**config.mk**
```make
export PLATFORM = sky130hd
export DESIGN_NAME = bitmap_extent_allocator_unit
export DESIGN_NICKNAME = d
export VERILOG_FILES = /design/src/bea_pkg.sv /design/src/bea_ffs.sv /design/src/bitmap_extent_allocator_unit.sv
export SDC_FILE = /design/constraint.sdc
export NUM_CORES = 1
export LEC_CHECK = 0
export BUFFER_PORTS_ARGS = -buffer_cell sky130_fd_sc_hd__buf_2
export CAP_MARGIN = 20
export CORE_MARGIN = 2
export CORE_UTILIZATION = 33
export CTS_BUF_LIST = sky130_fd_sc_hd__clkbuf_8
export CTS_CLUSTER_DIAMETER = 80
export DETAILED_ROUTE_END_ITERATION = 8
export GPL_TIMING_DRIVEN = 0
export PLACE_DENSITY = 0.49
export SLEW_MARGIN = 20
export SYNTH_ARGS = -nofsm -noshare
export SYNTH_HDL_FRONTEND = slang
export SYNTH_SLANG_ARGS = --single-unit
export TNS_END_PERCENT = 10
```
**constraint.sdc**
```tcl
create_clock -name clk -period 7.7 [get_ports clk]
set_clock_uncertainty 0.2 [all_clocks]
set_input_delay 1.54 -clock clk [delete_from_list [all_inputs] [get_ports clk]]
set_output_delay 1.54 -clock clk [all_outputs]
set_load 0.01 [all_outputs]
```
**src/bea_pkg.sv**
```systemverilog
// Package for the bitmap extent allocator: request and result types,
// field widths, sequencer states and shared constants. No dependencies.
package bea_pkg;

  localparam int FIELD_W     = 6;
  localparam int DEF_BLOCKS  = 32;
  localparam int MAX_RESULTS = 16;
  localparam int EXT_W       = $clog2(MAX_RESULTS + 1);

  localparam logic MODE_ALLOC = 1'b0;
  localparam logic MODE_FREE  = 1'b1;

  typedef struct packed {
    logic               mode;
    logic [FIELD_W-1:0] block_count;
    logic [FIELD_W-1:0] free_start;
    logic [FIELD_W-1:0] free_end;
  } req_t;

  typedef struct packed {
    logic [FIELD_W-1:0] extent_first;
    logic [FIELD_W-1:0] extent_end;
    logic               ok;
    logic               last;
  } rsp_t;

  typedef enum logic [1:0] {
    ST_IDLE,
    ST_SCAN_START,
    ST_SCAN_END,
    ST_RESPOND
  } state_t;

endpackage

```
**src/bea_ffs.sv**
```systemverilog
// Find-first-set encoder shared by the allocator sequencer.
// Reports the lowest set bit of the input vector. Uses no package items.
module bea_ffs #(
  parameter int W = 32
) (
  input  logic [W-1:0]         vec,
  output logic                 found,
  output logic [$clog2(W)-1:0] idx
);

  localparam int IDX_W = $clog2(W);

  always_comb begin
    found = |vec;
    idx   = '0;
    // Scan from the top so that the lowest set bit wins.
    for (int i = W - 1; i >= 0; i--) begin
      if (vec[i]) begin
        idx = IDX_W'(i);
      end
    end
  end

endmodule

```
**src/bitmap_extent_allocator_unit.sv**
```systemverilog
// Top level of the bitmap extent allocator: used-block bitmap, scan
// sequencer and result register. Depends on bea_pkg and bea_ffs.
//
// Usage: a request enters on req (req_valid/req_ready). An allocate request
// (mode 0) asks for block_count blocks; the block answers on rsp
// (rsp_valid/rsp_ready) with one result per contiguous extent taken, lowest
// first, the final one marked by last. If too few blocks are free, or the
// allocation would need more than MAX_RESULTS extents, one result with ok=0
// is sent and the bitmap is left alone. A zero block_count gives one ok
// result and changes nothing. A free request (mode 1) clears the blocks in
// [free_start, free_end) and always answers with one ok result.
// Sequence: one request is worked at a time. For an allocate request the
// shared find-first encoder runs a dry pass (a start step, then an end step
// for each extent) to check space, then the same walk again while the
// results are sent. A shortage is found within the dry pass. A free
// request goes straight to the respond state.
// Reset clears the bitmap so that every block is free and drops any pending
// result. When the receiver stalls, the result register holds its value and
// the scan pauses until that result is taken; a new request is accepted as
// soon as the final result has been loaded, even if it still waits.
module bitmap_extent_allocator_unit #(
  parameter int BLOCKS = bea_pkg::DEF_BLOCKS
) (
  input  logic          clk,
  input  logic          rst,
  input  logic          req_valid,
  output logic          req_ready,
  input  bea_pkg::req_t req,
  output logic          rsp_valid,
  input  logic          rsp_ready,
  output bea_pkg::rsp_t rsp
);

  import bea_pkg::*;

  localparam int IDX_W = $clog2(BLOCKS);
  localparam int POS_W = $clog2(BLOCKS + 1);
  localparam int SUM_W = ((POS_W > FIELD_W) ? POS_W : FIELD_W) + 1;

  // Control state.
  state_t            state, state_next;
  logic              rsp_valid_r, rsp_valid_next;
  logic [BLOCKS-1:0] block_used, block_used_next;

  // Working registers of the current request.
  logic               commit, commit_next;
  logic [BLOCKS-1:0]  scratch, scratch_next;
  logic [FIELD_W-1:0] remaining, remaining_next;
  logic [FIELD_W-1:0] count, count_next;
  logic [EXT_W-1:0]   ext_count, ext_count_next;
  logic [IDX_W-1:0]   start, start_next;
  logic               mode, mode_next;
  logic [FIELD_W-1:0] free_start, free_start_next;
  logic [FIELD_W-1:0] free_end, free_end_next;
  logic               resp_ok, resp_ok_next;
  rsp_t               rsp_r, rsp_next;

  // Shared encoder and extent arithmetic.
  logic [BLOCKS-1:0]  ffs_vec;
  logic               ffs_found;
  logic [IDX_W-1:0]   ffs_idx;
  logic [POS_W-1:0]   run_end;
  logic [SUM_W-1:0]   cap;
  logic [POS_W-1:0]   ext_end;
  logic [FIELD_W-1:0] rem_after;
  logic [BLOCKS-1:0]  ext_mask;
  logic [BLOCKS-1:0]  free_mask;
  logic               out_free;

  assign req_ready = (state == ST_IDLE);
  assign rsp_valid = rsp_valid_r;
  assign rsp       = rsp_r;
  assign out_free  = !rsp_valid_r || rsp_ready;

  // In the start step the encoder looks for the first free block; in the end
  // step it looks for the first used block at or above the run start.
  always_comb begin
    for (int i = 0; i < BLOCKS; i++) begin
      if (state == ST_SCAN_START) begin
        ffs_vec[i] = !scratch[i];
      end else begin
        ffs_vec[i] = scratch[i] && (IDX_W'(i) >= start);
      end
    end
  end

  bea_ffs #(
    .W(BLOCKS)
  ) u_ffs (
    .vec  (ffs_vec),
    .found(ffs_found),
    .idx  (ffs_idx)
  );

  // The extent ends at the end of the free run or when the request is
  // satisfied, whichever comes first.
  always_comb begin
    run_end   = ffs_found ? POS_W'(ffs_idx) : POS_W'(BLOCKS);
    cap       = SUM_W'(start) + SUM_W'(remaining);
    ext_end   = (SUM_W'(run_end) <= cap) ? run_end : POS_W'(cap);
    rem_after = remaining - FIELD_W'(ext_end - POS_W'(start));
    for (int i = 0; i < BLOCKS; i++) begin
      ext_mask[i]  = (IDX_W'(i) >= start) && (POS_W'(i) < ext_end);
      free_mask[i] = (SUM_W'(i) >= SUM_W'(free_start)) &&
                     (SUM_W'(i) < SUM_W'(free_end));
    end
  end

  // Next state.
  always_comb begin
    state_next = state;
    case (state)
      ST_IDLE: begin
        if (req_valid) begin
          if (req.mode == MODE_FREE || req.block_count == '0) begin
            state_next = ST_RESPOND;
          end else begin
            state_next = ST_SCAN_START;
          end
        end
      end
      ST_SCAN_START: begin
        if (!ffs_found) begin
          state_next = ST_RESPOND;
        end else if (!commit && ext_count == EXT_W'(MAX_RESULTS)) begin
          state_next = ST_RESPOND;
        end else begin
          state_next = ST_SCAN_END;
        end
      end
      ST_SCAN_END: begin
        if (!commit || out_free) begin
          if (rem_after == '0 && commit) begin
            state_next = ST_IDLE;
          end else begin
            state_next = ST_SCAN_START;
          end
        end
      end
      ST_RESPOND: begin
        if (out_free) begin
          state_next = ST_IDLE;
        end
      end
      default: state_next = ST_IDLE;
    endcase
  end

  // Register updates.
  always_comb begin
    rsp_valid_next  = rsp_valid_r && !rsp_ready;
    block_used_next = block_used;
    commit_next     = commit;
    scratch_next    = scratch;
    remaining_next  = remaining;
    count_next      = count;
    ext_count_next  = ext_count;
    start_next      = start;
    mode_next       = mode;
    free_start_next = free_start;
    free_end_next   = free_end;
    resp_ok_next    = resp_ok;
    rsp_next        = rsp_r;
    case (state)
      ST_IDLE: begin
        if (req_valid) begin
          mode_next       = req.mode;
          count_next      = req.block_count;
          remaining_next  = req.block_count;
          free_start_next = req.free_start;
          free_end_next   = req.free_end;
          scratch_next    = block_used;
          commit_next     = 1'b0;
          ext_count_next  = '0;
          resp_ok_next    = 1'b1;
        end
      end
      ST_SCAN_START: begin
        if (!ffs_found) begin
          resp_ok_next = 1'b0;
        end else if (!commit && ext_count == EXT_W'(MAX_RESULTS)) begin
          resp_ok_next = 1'b0;
        end else begin
          start_next = ffs_idx;
        end
      end
      ST_SCAN_END: begin
        if (!commit || out_free) begin
          scratch_next   = scratch | ext_mask;
          remaining_next = rem_after;
          ext_count_next = ext_count + 1'b1;
          if (commit) begin
            rsp_valid_next        = 1'b1;
            rsp_next.extent_first = FIELD_W'(start);
            rsp_next.extent_end   = FIELD_W'(ext_end);
            rsp_next.ok           = 1'b1;
            rsp_next.last         = (rem_after == '0);
            if (rem_after == '0) begin
              block_used_next = scratch | ext_mask;
            end
          end else if (rem_after == '0) begin
            // The dry pass fit; replay the same walk and send the extents.
            commit_next    = 1'b1;
            scratch_next   = block_used;
            remaining_next = count;
            ext_count_next = '0;
          end
        end
      end
      ST_RESPOND: begin
        if (out_free) begin
          rsp_valid_next        = 1'b1;
          rsp_next.extent_first = '0;
          rsp_next.extent_end   = '0;
          rsp_next.ok           = resp_ok;
          rsp_next.last         = 1'b1;
          if (mode == MODE_FREE) begin
            block_used_next = block_used & ~free_mask;
          end
        end
      end
      default: begin
        rsp_valid_next = 1'b0;
      end
    endcase
  end

  always_ff @(posedge clk) begin
    if (rst) begin
      state       <= ST_IDLE;
      rsp_valid_r <= 1'b0;
      block_used  <= '0;
    end else begin
      state       <= state_next;
      rsp_valid_r <= rsp_valid_next;
      block_used  <= block_used_next;
    end
  end

  always_ff @(posedge clk) begin
    commit     <= commit_next;
    scratch    <= scratch_next;
    remaining  <= remaining_next;
    count      <= count_next;
    ext_count  <= ext_count_next;
    start      <= start_next;
    mode       <= mode_next;
    free_start <= free_start_next;
    free_end   <= free_end_next;
    resp_ok    <= resp_ok_next;
    rsp_r      <= rsp_next;
  end

endmodule
```
==> flow_summary.toml, run 1 <==
[outcome]
outcome = "complete, no violations"

[clock_tree]
numCtsBuffers = 17
clock_latency_ns = 0.45
ctsHoldBuffers = 0
cts_tree = "built"
clock_sinks = 117
cts_root_buf = "clkbuf_8"
clockBufferDepth = 2
h-tree-depth = 4
clk_pin_slew_ns = 0.09

[grt]
grt_pass1_vias = 7515
grt_max_degree = 20
grtUsageTotal = 0.2237
grt.overflow.total = 0
globalRouteMet1Util = 0.3032
antenna_found_initial = 0
gr-usage-met3 = 0.03336
grt-busiest-layer = "met2"
met2_usage = 0.3594
grt_pass1_wl_mm = 44.64

[job]
drv_cap = 0

[route]
ant_nets = 0
vias_per_cell = 5.684
drc = 0
wl_mm = 28.80
drtPass1Iterations = 5
drtIter0Drc = 594
vias = 7617
wl_per_cell_um = 21.49

[sta]
slew_viol_final = 0
rsz0062_at_grt = "no"
hold_viol = 0
fin_crit_ns = 7.438
maxSlewHeadroom = 0.3720
max_freq_mhz = 134.4
worst_pin_slew_ns = 0.9376
setup_viol = 0
min_period_over_period = 0.9660

[synth]
yosysSeqAreaShare = 0.3820
synth.avg_cell_area_sq_um = 8.874
yosysTopAreaCell = "edfxtp_1"
yosysWarnings = 0
netlist_area_sq_um = 8279
synth_edf_count = 82
synth_top_area_frac = 0.2974
syn_inst = 933
syn-num-nets = 981
async_flop_share = 0
synth.most_common_cell = "edfxtp_1"
ys_seq_elements = 117
synth_area_leaders = "edfxtp_1, dfxtp_1, o21ai_0"
synth.top_cells.by_count = "edfxtp_1, nand2_1, o21ai_0"
synth_ff_type = "edfxtp_1"
synthDistinctLibCells = 89

[placement]
io_buffers = 37
place.detailed.hpwl_mm = 22.33
gp_congestion = 0.9272
dp.cells = 1297
placed_area_sq_um = 8927

[floorplan]
die-height_um = 162.4
initial_utilization = 0.3384
rows = 57
fp.dieW_um = 162.4
core_sq_um = 24460
boundaryPins = 39
die-area_sq_um = 26370

[final_layout]
antennaDiodeCount = 0
fill_cells = 2463
instances_no_fill = 1340
multiInputGateArea_sq_um = 4785
drive_gt1_frac = 0.1998
design_area_sq_um = 9671
syn2layout_area_growth_pct = 16.81
regArea_sq_um = 3163
fin_nets = 1051

[hold_path]
hold_class = "flop to flop"
hold_start = "block_used[6]"

[critical_path]
cp_slowest_stage_delay_ns = 0.53
worstPathArrival_ns = 7.57
crit_top_cell = "buf_6"
crit_type = "flop to flop"
path_max_fanout = 10
crit_path_start = "start[1]"
r2r-start = "start[1]"
endpoint_kind = "flop"
start_kind = "flop"
cp.required_ns = 7.83
cpMaxStageDelayCell = "or4_1"

[pwr]
peakVddDrop_mv = 0.3373
leakage_nw = 3.471
power_density_nw_per_um2 = 413.3
[metal layers]
metal | vias up | part of all wire
met5 | - | 0
met4 | 0 | 0.033
met3 | 57 | 0.039
met2 | 237 | 0.46
met1 | 3653 | 0.47
li1 | 3670 | -
[kinds of logic (layout without fill, tap and decap cells)]
| logic type | after synthesis | after routing | synth area share |
|---|---|---|---|
| buffers and inverters | 119 | 202 | 0.06544 |
| adders and majority gates | 25 | 25 | 0.04322 |
| other | 1 | 1 | 0.0004529 |
| muxes | 10 | 10 | 0.01300 |
| DFF | 117 | 117 | 0.3820 |
| xor gates and xnor gates | 12 | 12 | 0.01496 |
| AOI/OAI and AO/OA | 362 | 362 | 0.3021 |
| and+or+nand+nor | 287 | 287 | 0.1788 |
[power by group]
part | total (W) | switching [W] | internal, W
clock network | 0.000597 | 0.000300 | 0.000296
logic | 0.00247 | 0.00156 | 0.000909
registers | 0.000931 | 0.000114 | 0.000816
[final cells by class]
cell class,instances,area share
Buffer,69,0.04179
Clock buffer,17,0.02419
Clock inverter,15,0.01734
Inverter,47,0.01902
Multi-Input combinational cell,697,0.4948
Sequential cell,117,0.3271
Tap cell,324,0.04192
Timing Repair Buffer,54,0.03390
[state kept, by name (all words and copies together) (netlist names), 2 cells and up]
register	cells
rsp	13
free_end	6
scratch	32
start	5
free_start	6
block_used	32
count	6
state	2
ext_count	5
remaining	6
[final timing paths]
| check | slack, ns | cells after the start | end |
|---|---|---|---|
| worst max-delay path | 0.26 | 29 | block_used[20] |
| worst min register to register | 0.26 | 2 | block_used[6] |
| worst min-delay path | 0.26 | 2 | block_used[6] |
| worst max register to register | 0.26 | 29 | block_used[20] |
[worst max-delay path, delay by kind of cell, from the launching register on]
kind / cells / cell delay, ns
AOI/OAI and AO/OA: 12 / 2.46
and+or+nand+nor: 6 / 1.63
buffers and inverters: 7 / 1.22
adders and majority gates: 3 / 1.13
DFF: 1 / 0.45
xor gates and xnor gates: 1 / 0.21
[layout by cell type, fill, tap and decap left out, drive strengths merged, types with 9 or more instances in the layout]
cell type,count
nor3,17
nand4,9
inv,50
nor2,68
o211ai,23
buf,89
and2,14
dfxtp,35
edfxtp,82
a21oi,71
o21ai,93
a211oi,13
nor2b,15
o21bai,13
nand2b,24
nand3,24
a21o,10
o32ai,14
nand2,77
clkbuf,51
a31oi,42
ha,19
or3,10
[per-stage QoR]
step             util  worst slack, ns  hold slack, ns  total power [W]  setup TNS (ns)
6_report       0.3953           0.2622          0.2576         0.003997               0
2_1_floorplan       -           0.3721          0.2269         0.002471               0
3_5_place_dp   0.3649           -1.259          0.2474         0.003160          -71.78
3_3_place_gp   0.3626           -1.168          0.2342         0.003145          -63.23
4_1_cts        0.3912          0.01125          0.2541         0.003882               0
5_1_grt        0.3953          0.01503          0.2941         0.004258               0
[timing repair]
| item | in CTS | in global routing |
|---|---|---|
| setup buffers | 13 | 1 |
| gates cloned | 0 | 0 |
| pin swaps | 7 | 3 |
| hold endpoints to repair | 0 | 0 |
| setup endpoints to repair | 78 | 67 |
| gates resized for setup | 42 | 26 |
(Power assumes the default switching activity.)
==> run 2, diff against run 1 <==
--- a/config.mk
+++ b/config.mk
@@ -9,7 +9,6 @@
 export CAP_MARGIN = 20
 export CORE_MARGIN = 2
 export CORE_UTILIZATION = 33
-export CTS_BUF_LIST = sky130_fd_sc_hd__clkbuf_8
 export CTS_CLUSTER_DIAMETER = 80
 export DETAILED_ROUTE_END_ITERATION = 8
 export GPL_TIMING_DRIVEN = 0
==> constraint.sdc (replaced) <==
create_clock -name clk -period 7.7 [get_ports clk]
set_clock_uncertainty 0.2 [all_clocks]
set_input_delay 1.54 -clock clk [delete_from_list [all_inputs] [get_ports clk]]
set_output_delay 1.54 -clock clk [all_outputs]
set_load 0.1 [all_outputs]
==> flow_summary.toml, run 2 (synthesis gave the netlist of run 1 again) <==
[critical_path]
crit_type = "flop to flop"
cpMaxStageDelayCell = "or4_1"
cp_slowest_stage_delay_ns = 0.52
worstPathArrival_ns = 7.59
start_kind = "flop"
path_max_fanout = 10
cp.required_ns = 7.81
endpoint_kind = "flop"
crit_top_cell = "buf_4"

[final_layout]
layout_common_cells = "edfxtp_1, nand2_1, o21ai_0"
drive_gt1_frac = 0.1953
final_common_cell = "edfxtp_1"
instances_no_fill = 1338
antennaDiodeCount = 0
fin_nets = 1049
syn2layout_area_growth_pct = 18.75
fin_util = 0.4019

[sta]
fin_crit_ns = 7.483
setup_tns_ns = 0
hold_viol = 0
slew_viol_final = 0
rsz0062_at_grt = "yes"
maxSlewHeadroom = 0.3470
setup_viol = 0
max_freq_mhz = 133.6
worst_hold_slack_ns = 0.2546
min_period_over_period = 0.9718
worst_pin_slew_ns = 0.9750

[floorplan]
die-height_um = 162.4
initial_utilization = 0.3384
rows = 57
die-area_sq_um = 26370
boundaryPins = 39
core_sq_um = 24460
fp.dieW_um = 162.4

[placement]
dp.cells = 1297
gp_congestion = 0.9272
io_buffers = 37
place.detailed.hpwl_mm = 22.33

[clock_tree]
clock_sinks = 117
cts_root_buf = "clkbuf_16"
clock_latency_ns = 0.43
clk_pin_slew_ns = 0.06
cts_tree = "built"
h-tree-depth = 4
numCtsBuffers = 17
clockBufferDepth = 2

[route]
vias_per_cell = 5.694
drc = 0
vias = 7618
drtPass1Iterations = 5
drtIter0Drc = 608
ant_nets = 0
wl_per_cell_um = 21.39
wl_mm = 28.63

[grt]
grt_max_degree = 20
grtUsageTotal = 0.2229
antenna_found_initial = 0
grt.overflow.total = 0
grt_pass1_wl_mm = 44.56
grt_pass1_vias = 7502

[pwr]
p_total_w = 0.004274
power_density_nw_per_um2 = 434.7
leakage_nw = 3.557
peakVddDrop_mv = 0.3263

[job]
drv_cap = 0

[outcome]
outcome = "complete, no violations"

[hold_path]
hold_class = "flop to flop"
==> run 2: cell types whose count changed in the layout (fill, tap and decap cells not counted), sizes merged <==
cell / before / now
clkbuf: 51 / 50
inv: 50 / 52
buf: 89 / 88
clkinvlp: 2 / 0
==> run 2: routing by layer <==
layer  vias up  global-route usage  part of all wire
met2       240              0.3578              0.46
met3        62             0.02903             0.039
met5         -                   0                 0
met1      3654              0.3032              0.47
li1       3662                   -                 -
met4         0             0.09413             0.034
==> run 2: worst paths after layout <==
kind                                        to  depth (start not counted)     startpoint  slack [ns]
worst max-delay path            block_used[20]                         29       start[0]        0.22
worst min-delay path             block_used[6]                          2  block_used[6]        0.25
worst max register to register  block_used[20]                         29       start[0]        0.22
worst min register to register   block_used[6]                          2  block_used[6]        0.25
==> run 2: critical path: cells and delay by family, from the launching register on <==
family	cells	cell delay, ns
adder cells (fa/ha/maj)	3	1.21
XOR/XNOR	1	0.13
AO/OA/AOI/OAI	11	2.41
flip-flops	1	0.40
buffers and inverters	6	1.06
AND/OR/NAND/NOR	8	1.91
==> run 2: repair_timing <==
action	CTS	global route
resized for setup	39	27
pin swaps	6	4
hold buffers	0	0
setup endpoints to repair	78	67
setup buffers	10	2
==> run 2: cell type report <==
type                            count  area [sq um]
Timing Repair Buffer               52         312.8
Inverter                           47         176.4
Clock buffer                       17         425.4
Multi-Input combinational cell    697          4787
Tap cell                          324         405.4
Sequential cell                   117          3163
Clock inverter                     15         167.7
Fill cell                        2436         14630
Buffer                             69         394.1
==> run 2: power by group <==
part	switching (W)	internal, W
sequential	0.000113	0.000817
clock	0.000332	0.000485
combinational	0.00163	0.000892
==> run 2: stage by stage <==
step / setup WS [ns] / cell area (sq um)
after CTS: 0.006492 / 9728
after floorplan: 0.3721 / 8279
final: 0.2173 / 9832
after global routing: -0.04481 / 9832
after global placement: -1.168 / 8870
after detailed placement: -1.259 / 8927
==> run 3, diff against run 2 <==
--- a/config.mk
+++ b/config.mk
@@ -5,14 +5,15 @@
 export SDC_FILE = /design/constraint.sdc
 export NUM_CORES = 1
 export LEC_CHECK = 0
-export BUFFER_PORTS_ARGS = -buffer_cell sky130_fd_sc_hd__buf_2
-export CAP_MARGIN = 20
+export CAP_MARGIN = 25
 export CORE_MARGIN = 2
 export CORE_UTILIZATION = 33
 export CTS_CLUSTER_DIAMETER = 80
 export DETAILED_ROUTE_END_ITERATION = 8
+export DONT_BUFFER_PORTS = 1
 export GPL_TIMING_DRIVEN = 0
-export PLACE_DENSITY = 0.49
+export HOLD_SLACK_MARGIN = 0.08
+export PLACE_DENSITY = 0.47
 export SLEW_MARGIN = 20
 export SYNTH_ARGS = -nofsm -noshare
 export SYNTH_HDL_FRONTEND = slang
==> flow_summary.toml, run 3 (synthesis gave the netlist of run 1 again) <==
[clock_tree]
numCtsBuffers = 17
cts_tree = "built"
h-tree-depth = 4
clock_sinks = 117
clockBufferDepth = 2
ctsHoldBuffers = 0
clk_pin_slew_ns = 0.06
cts_root_buf = "clkbuf_16"
clock_latency_ns = 0.42

[grt]
grt_pass1_wl_mm = 43.78
grt_max_degree = 20
grt.overflow.total = 0
grt_pass1_vias = 6955
antenna_found_initial = 0
grtUsageTotal = 0.2208

[final_layout]
drive_gt1_frac = 0.1717
fin_nets = 1025
syn2layout_area_growth_pct = 17.67
final_common_cell = "edfxtp_1"
fill_cells = 2472
layout_common_cells = "edfxtp_1, nand2_1, o21ai_0"
fin_util = 0.3982
antennaDiodeCount = 0

[job]
drv_cap = 0

[pwr]
peakVddDrop_mv = 0.3437
p_total_w = 0.004234
leakage_nw = 3.447
power_density_nw_per_um2 = 434.6

[placement]
place.detailed.hpwl_mm = 22.32
io_buffers = 0
gp_congestion = 0.9034

[critical_path]
cp_top_family = "compound AO/OA/AOI/OAI gates"
endpoint_kind = "flop"
cpMaxStageDelayCell = "or4_4"
path_buf_inv = 5
cp_slowest_stage_delay_ns = 0.52
crit_top_cell = "buf_6"
start_kind = "flop"
crit_type = "flop to flop"
worstPathArrival_ns = 7.57
cp.required_ns = 7.81
path_max_fanout = 10

[sta]
setup_viol = 0
worst_pin_slew_ns = 0.9852
maxSlewHeadroom = 0.3423
slew_viol_final = 0
setup_tns_ns = 0
max_freq_mhz = 134.2
min_period_over_period = 0.9681
hold_viol = 0
rsz0062_at_grt = "no"
fin_crit_ns = 7.454

[route]
vias_per_cell = 5.745
wl_per_cell_um = 21.92
drtPass1Iterations = 7
drc = 0
ant_nets = 0
vias = 7549
wl_mm = 28.80
drtIter0Drc = 598

[floorplan]
rows = 57
initial_utilization = 0.3384
boundaryPins = 39
fp.dieW_um = 162.4
core_sq_um = 24460
die-height_um = 162.4
die-area_sq_um = 26370

[outcome]
outcome = "complete, no violations"

[hold_path]
hold_class = "flop to flop"
==> run 3: final cells by class <==
class / instances / area [sq um] / area share
repair buffers: 28 / 254.0 / 0.02607
flip-flops and latches: 117 / 3163 / 0.3247
plain buffers: 69 / 406.6 / 0.04174
clock buffers: 19 / 454.2 / 0.04662
inverters: 47 / 180.2 / 0.01849
clock inverters: 13 / 122.6 / 0.01259
multi-input cells: 697 / 4756 / 0.4882
well taps: 324 / 405.4 / 0.04161
==> run 3: metal layers <==
metal | routed length, um | GRT usage | vias to the layer above
met4 | 812 | 0.07482 | 0
li1 | - | - | 3621
met2 | 12930 | 0.3455 | 277
met3 | 1772 | 0.03718 | 50
met5 | 0 | 0 | -
met1 | 13290 | 0.3101 | 3601
==> run 3: stage by stage <==
step	hold WS [ns]	instance area [sq um]	instances	setup slack (ns)
5_1_grt	0.2719	9742	1314	0.004019
2_1_floorplan	0.2269	8279	933	0.3721
3_5_place_dp	0.2505	8776	1262	-1.309
3_3_place_gp	0.2382	8685	1257	-1.308
4_1_cts	0.2557	9534	1303	0.0007949
6_report	0.2586	9742	1314	0.2458
==> run 3: worst reg2reg max path, stage by stage, from the launching register on <==
cell and delay [ns]:
edfxtp_1 0.40, buf_6 0.19, buf_6 0.18, o2111ai_2 0.19, a21oi_2 0.20, o221a_2 0.21, a211oi_1 0.09, o311a_1 0.37
or3b_2 0.50, ha_1 0.21, a2111oi_1 0.36, o21ai_1 0.16, nand3_1 0.14, clkbuf_8 0.20, o211ai_1 0.10, o21a_1 0.24
inv_1 0.31, fa_1 0.49, ha_1 0.34, xor2_1 0.21, or3_1 0.33, or3_4 0.39, or4_4 0.52, o21a_4 0.24
buf_6 0.15, o21bai_1 0.15, a32o_1 0.27
==> run 3: where the power goes <==
part | total, W | switching, W | internal [W]
Clock | 0.000770 | 0.000305 | 0.000465
Sequential | 0.00102 | 0.000199 | 0.000819
Combinational | 0.00245 | 0.00153 | 0.000916
==> run 3: final timing paths <==
kind              cells past startpoint          start  slack (ns)             to
hold reg to reg                       2  block_used[6]        0.26  block_used[6]
setup / recovery                     26       start[2]        0.25  block_used[9]
hold / removal                        2  block_used[6]        0.26  block_used[6]
setup reg to reg                     26       start[2]        0.25  block_used[9]
==> run 3: what timing repair did <==
item / 4_1_cts / 5_1_grt
setup endpoints to repair: 78 / 67
buffers inserted: 12 / 11
pin swaps: 5 / 6
resized for setup: 30 / 31
